<file path="src/hdl/tree_lca_binary_lifting_defines.svh">
// Assertion macros shared by the lowest-common-ancestor block.
// Needs clk_i and rst_ni in the scope where a macro is used.
`ifndef TREE_LCA_BINARY_LIFTING_DEFINES_SVH
`define TREE_LCA_BINARY_LIFTING_DEFINES_SVH

// Same-cycle implication, checked out of reset.
`define TLCA_ASSERT_IMPL(lbl, pre, post, msg) \
  lbl: assert property (@(posedge clk_i) disable iff (!rst_ni) (pre) |-> (post)) \
    else $error(msg);

// Next-cycle implication, checked out of reset.
`define TLCA_ASSERT_NEXT(lbl, pre, post, msg) \
  lbl: assert property (@(posedge clk_i) disable iff (!rst_ni) (pre) |=> (post)) \
    else $error(msg);

`endif

</file>
<file path="src/hdl/tlca_ram.sv">
// Generic simple dual-port RAM with one write port and a registered read.
// No dependencies.
`timescale 1ns / 1ps
`default_nettype none
module tlca_ram #(
  parameter int WIDTH = 8,
  parameter int DEPTH = 16
) (
  input  wire logic                                   clk_i,
  input  wire logic                                   we_i,
  input  wire logic [((DEPTH > 1) ? $clog2(DEPTH) : 1)-1:0] waddr_i,
  input  wire logic [WIDTH-1:0]                       wdata_i,
  input  wire logic [((DEPTH > 1) ? $clog2(DEPTH) : 1)-1:0] raddr_i,
  output logic      [WIDTH-1:0]                       rdata_o
);

  logic [WIDTH-1:0] mem_q [DEPTH];
  logic [WIDTH-1:0] rdata_q;

  // Write port and registered read port.
  always_ff @(posedge clk_i) begin
    if (we_i) begin
      mem_q[waddr_i] <= wdata_i;
    end
    rdata_q <= mem_q[raddr_i];
  end

  assign rdata_o = rdata_q;

endmodule
`default_nettype wire

</file>
<file path="config.mk">
export PLATFORM = sky130hd
export DESIGN_NAME = tlca_ram
export DESIGN_NICKNAME = d
export VERILOG_FILES = /design/src/hdl/tree_lca_binary_lifting_defines.svh /design/src/hdl/tlca_ram.sv
export SDC_FILE = /design/constraint.sdc
export NUM_CORES = 1
export LEC_CHECK = 0
export BUFFER_PORTS_ARGS = -buffer_cell sky130_fd_sc_hd__buf_2
export CORE_MARGIN = 2
export CORE_UTILIZATION = 38
export CTS_CLUSTER_DIAMETER = 150
export DETAILED_ROUTE_END_ITERATION = 6
export PLACE_DENSITY = 0.55
export SETUP_SLACK_MARGIN = 0.05
export SLEW_MARGIN = 25
export SYNTH_ARGS = -nofsm -noshare
export SYNTH_HDL_FRONTEND = slang
export SYNTH_SLANG_ARGS = --single-unit
</file>
<file path="constraint.sdc">
create_clock -name clk_i -period 5.1 [get_ports clk_i]
set_input_delay 0.765 -clock clk_i [delete_from_list [all_inputs] [get_ports clk_i]]
set_output_delay 0.765 -clock clk_i [all_outputs]
set_load 0.005 [all_outputs]
</file>
After elaboration in Yosys (flattened, before gate mapping)
Memory sizes are Yosys's and may differ from the RTL's. A register that Yosys moved wholly into a read port is not among the register bits.
Cells that the tools add are included.
Widths: inputs -> output; s select.
{"block": "classes", "mux": 2}
{"operator": "$mux 1", "count": 2}
{"block": "totals", "ff_bits": 0, "out_inout_bits": 8, "wordCells": 3, "ramBits": 128, "in_bits": 18, "mem_count": 1}
{"name": "mem_q", "words": 16, "width": 8, "rd": 1, "rd_clocked_by_memory_dff": 1, "write_ports": 1, "line_no": "tlca_ram.sv:17", "rtl": "logic [WIDTH-1:0] mem_q [DEPTH];"}

Longest topological paths before layout
{"block": "logic_depth", "depth_word": 2, "ltp_mapped": 5, "mapped_depth_nobuf": 3}

Worst setup path before layout
No wires, ideal clock.
{"block": "synth_timing", "path_kind": "input port to flip-flop", "startpoint": "input waddr_i[2] in the netlist's numbering", "endpoint": "memory mem_q[0][0] (enable)", "setup_time_ns": 0.383, "required_ns": 4.717, "setup_slack_ns": 2.842, "stages": 2, "path_buffers": 0, "arrival_ns": 1.875, "cell_sequence": "or3b_2 -> nor3_1"}
{"item": "start: declaration", "line_no": "tlca_ram.sv:11", "rtl": "input wire logic [((DEPTH > 1) ? $clog2(DEPTH) : 1)-1:0] waddr_i,"}
{"item": "end: declaration", "line_no": "tlca_ram.sv:17"}
No word-level cell before the write port.

Worst setup path in the final report
{"block": "layout_timing", "startpoint": "input waddr_i[2] in the netlist's numbering", "endpoint": "memory mem_q[2][4] (enable)"}
No word-level cell before the write port.

==> run_results.csv <==
group,metric,value,unit
worst_hold_path,hold_depth,3,
routing,routed_wl,10300,um
routing,drt_iter0_drc,111,
cts,cts_sinks,136,
cts,cts_buffer_depth,2,
synth,ys_types,19,
worst_setup_path,reg2reg_from,"mem_q[10][7]",
worst_setup_path,r2r_cells,3,
worst_hold_path,hp-start,"mem_q[11][3]",
cts,post-cts-setup-buffers,0,
placed_design,placed_cell_area,5440,um2
power,p_leak,1.98,nW
synth,seq_area_frac_synth,77.8,%
routing,ant_nets,0,
routing,viasPerCell,5.27,
finish,multiInputGateArea,1060,um2
timing,layout_worst_path_cycle_share,40.7,%
routing,drc,0,
timing,whs,681,ps
timing,maxSlewHeadroom,37.1,%
timing,setup_ws,3020,ps
timing,fin_tns_setup,0,ps
worst_setup_path,worst-path-buf-inv,1,
worst_setup_path,end_kind,"register",
floorplan,die_width,120,um
worst_setup_path,rrSetupSlack,3670,ps
cts,cts_root_buf,"clkbuf_16",
placed_design,dp_hpwl,6320,um
global_route,track_usage,15.2,%
power,power.total,2.49,mW
global_route,grt_pass1_wl,15400,um
finish,fill_cells,1160,
synth,yosys.area.top_type,"edfxtp_1",
worst_hold_path,hold_path.class,"register to register",
floorplan,core,13200,um2
floorplan,rows,42,
worst_setup_path,cp.required,5130,ps
worst_setup_path,cpPeakStageDelay,710,ps
cts,cts_tree,"done",
cts,holdBufCountCts,0,
synth,syn-instance-count,229,
worst_setup_path,worstPathCellList,"buf_2, or3b_2, nor2_1",
floorplan,die_h,120,um
synth,synth_top_area_share,74.7,%
timing,final-hold-violation-count,0,
worst_setup_path,reg2reg_to,"rdata_o[7]",
timing,slew_viol_final,0,
timing,fin_crit,2080,ps
global_route,first_global_vias,2515,
cts,cts_buffers,17,
finish,fin_cells,455,
synth,netlist_area,5150,um2
cts,cts_max_level,4,
routing,first_pass_iters,4,
synth,ys.warnings.count,0,
cts,path_clk_slew,50,ps
finish,antenna_cells,0,
worst_setup_path,cp-start-kind,"input pin",
finish,area_growth,16.1,%
cts,cts_resized,0,
routing,dr_total_vias,2398,
placed_design,place_congestion,0.763,
placed_design,io_buffers,25,
finish,fin_nets,284,
finish,fin_area,5980,um2
floorplan,die-area,14500,um2
placed_design,preCtsSetupSlack,2550,ps
cts,insertion_delay,410,ps
worst_hold_path,whs_endpoint,"rdata_o[3]",
timing,max_freq,482,MHz
finish,post-route-util,45.1,%
synth,ys_ff_latch,136,
floorplan,io_pins,26,
finish,seq_area,4000,um2
finish,drive_above_1_share,25.8,%
worst_setup_path,crit_arrival,2100,ps
flow_run,drv_cap,0,
synth,syn_nets,247,
timing,tightest_slew,940,ps
global_route,overflow,0,
timing,rsz0062_at_grt,"false",
worst_setup_path,crit_fanout,8,
power,vdd_ir_drop_max,0.208,mV
floorplan,initial_core_util,38.9,%
global_route,grt_start_max_net_pins,33,
worst_setup_path,crit_family,"simple AND/OR/NAND/NOR gates",
global_route,antenna_found_initial,0,
status,status,"complete, no violations",
routing,post_drt_wl_per_cell,22.6,um
timing,setup_viol,0,
worst_setup_path,crit_type,"input pin to register",
timing,fin_skew,8.97,ps
synth,synth_area_per_cell,22.5,um2
placed_design,placed_cells,423,
synth,synth_area_leaders,"edfxtp_1 75%, mux4_2 7.9%, mux4_1 7.1%, dfxtp_1 3.1%, a22oi_1 2.3%",
worst_setup_path,cpMaxStageDelayCell,"nor2_1",
power,power_density,416,nW/um2
[kinds of logic after synthesis]
group	after synthesis	share of synthesized area, %
compound gates	16	2.33
mux	32	15.0
buf+inv	10	1.68
flops	136	77.8
simple gates	35	3.18
[cell usage in the layout, fill, tap and decap left out, types with 4 or more instances in the layout]
| master | n |
|---|---|
| edfxtp_1 | 128 |
| mux4_1 | 14 |
| nor2_1 | 13 |
| mux4_2 | 18 |
| clkbuf_16 | 17 |
| clkbuf_1 | 8 |
| dfxtp_1 | 8 |
| buf_2 | 24 |
| nand2_1 | 9 |
| a22oi_1 | 16 |
| buf_4 | 4 |
[per-layer routing]
metal / vias to the layer above / GRT usage [%] / wire [um]
li1: 1050 / - / -
met2: 69 / 22.8 / 4820
met4: 0 / 6.76 / 147
met5: - / 0 / 0
met1: 1269 / 21.3 / 4820
met3: 10 / 3.68 / 486
[synthesized netlist by cell type (all sizes together)]
cell           count
nand2b             2
nand3              1
and2b              1
nor2              13
mux4              32
edfxtp           128
clkdlybuf4s25      3
nand2              9
or3b               1
dfxtp              8
a22oi             16
buf                7
and2               1
nor3               4
nand3b             2
nor2b              1
[worst reg2reg max path, cell delays in order (launching register included)]
cell and delay (ps):
edfxtp_1 360, mux4_2 480, a22oi_1 360, nand2_1 100
[worst max-delay path by stage]
stage | slack [ps] | start | end | cells past startpoint
after global placement | 2240 | raddr_i[0] | rdata_o[7] | 4
final | 3020 | waddr_i[2] | mem_q[2][4] | 3
after CTS | 3000 | waddr_i[2] | mem_q[2][0] | 3
after detailed placement | 2550 | waddr_i[2] | mem_q[2][2] | 3
after floorplan | 2840 | waddr_i[2] | mem_q[0][0] | 2
after global routing | 2940 | waddr_i[2] | mem_q[2][4] | 3
[area by class of cell]
class / instances / share of cell area [%]
Multi-Input combinational cell: 83 / 17.8
Clock buffer: 28 / 8.31
Tap cell: 176 / 3.68
Sequential cell: 136 / 67.0
Timing Repair Buffer: 28 / 2.51
Clock inverter: 4 / 0.753
[power breakdown]
part | leakage (nW) | switching [mW] | internal (mW) | total, mW
Sequential | 1.22 | 0.00853 | 1.25 | 1.26
Clock | 0.266 | 0.410 | 0.707 | 1.12
Combinational | 0.488 | 0.0645 | 0.0448 | 0.109
[state kept, by name (all words and copies together), names as in the netlist]
name	cells
mem_q	128
rdata_o	8
(Power assumes the default switching activity.)
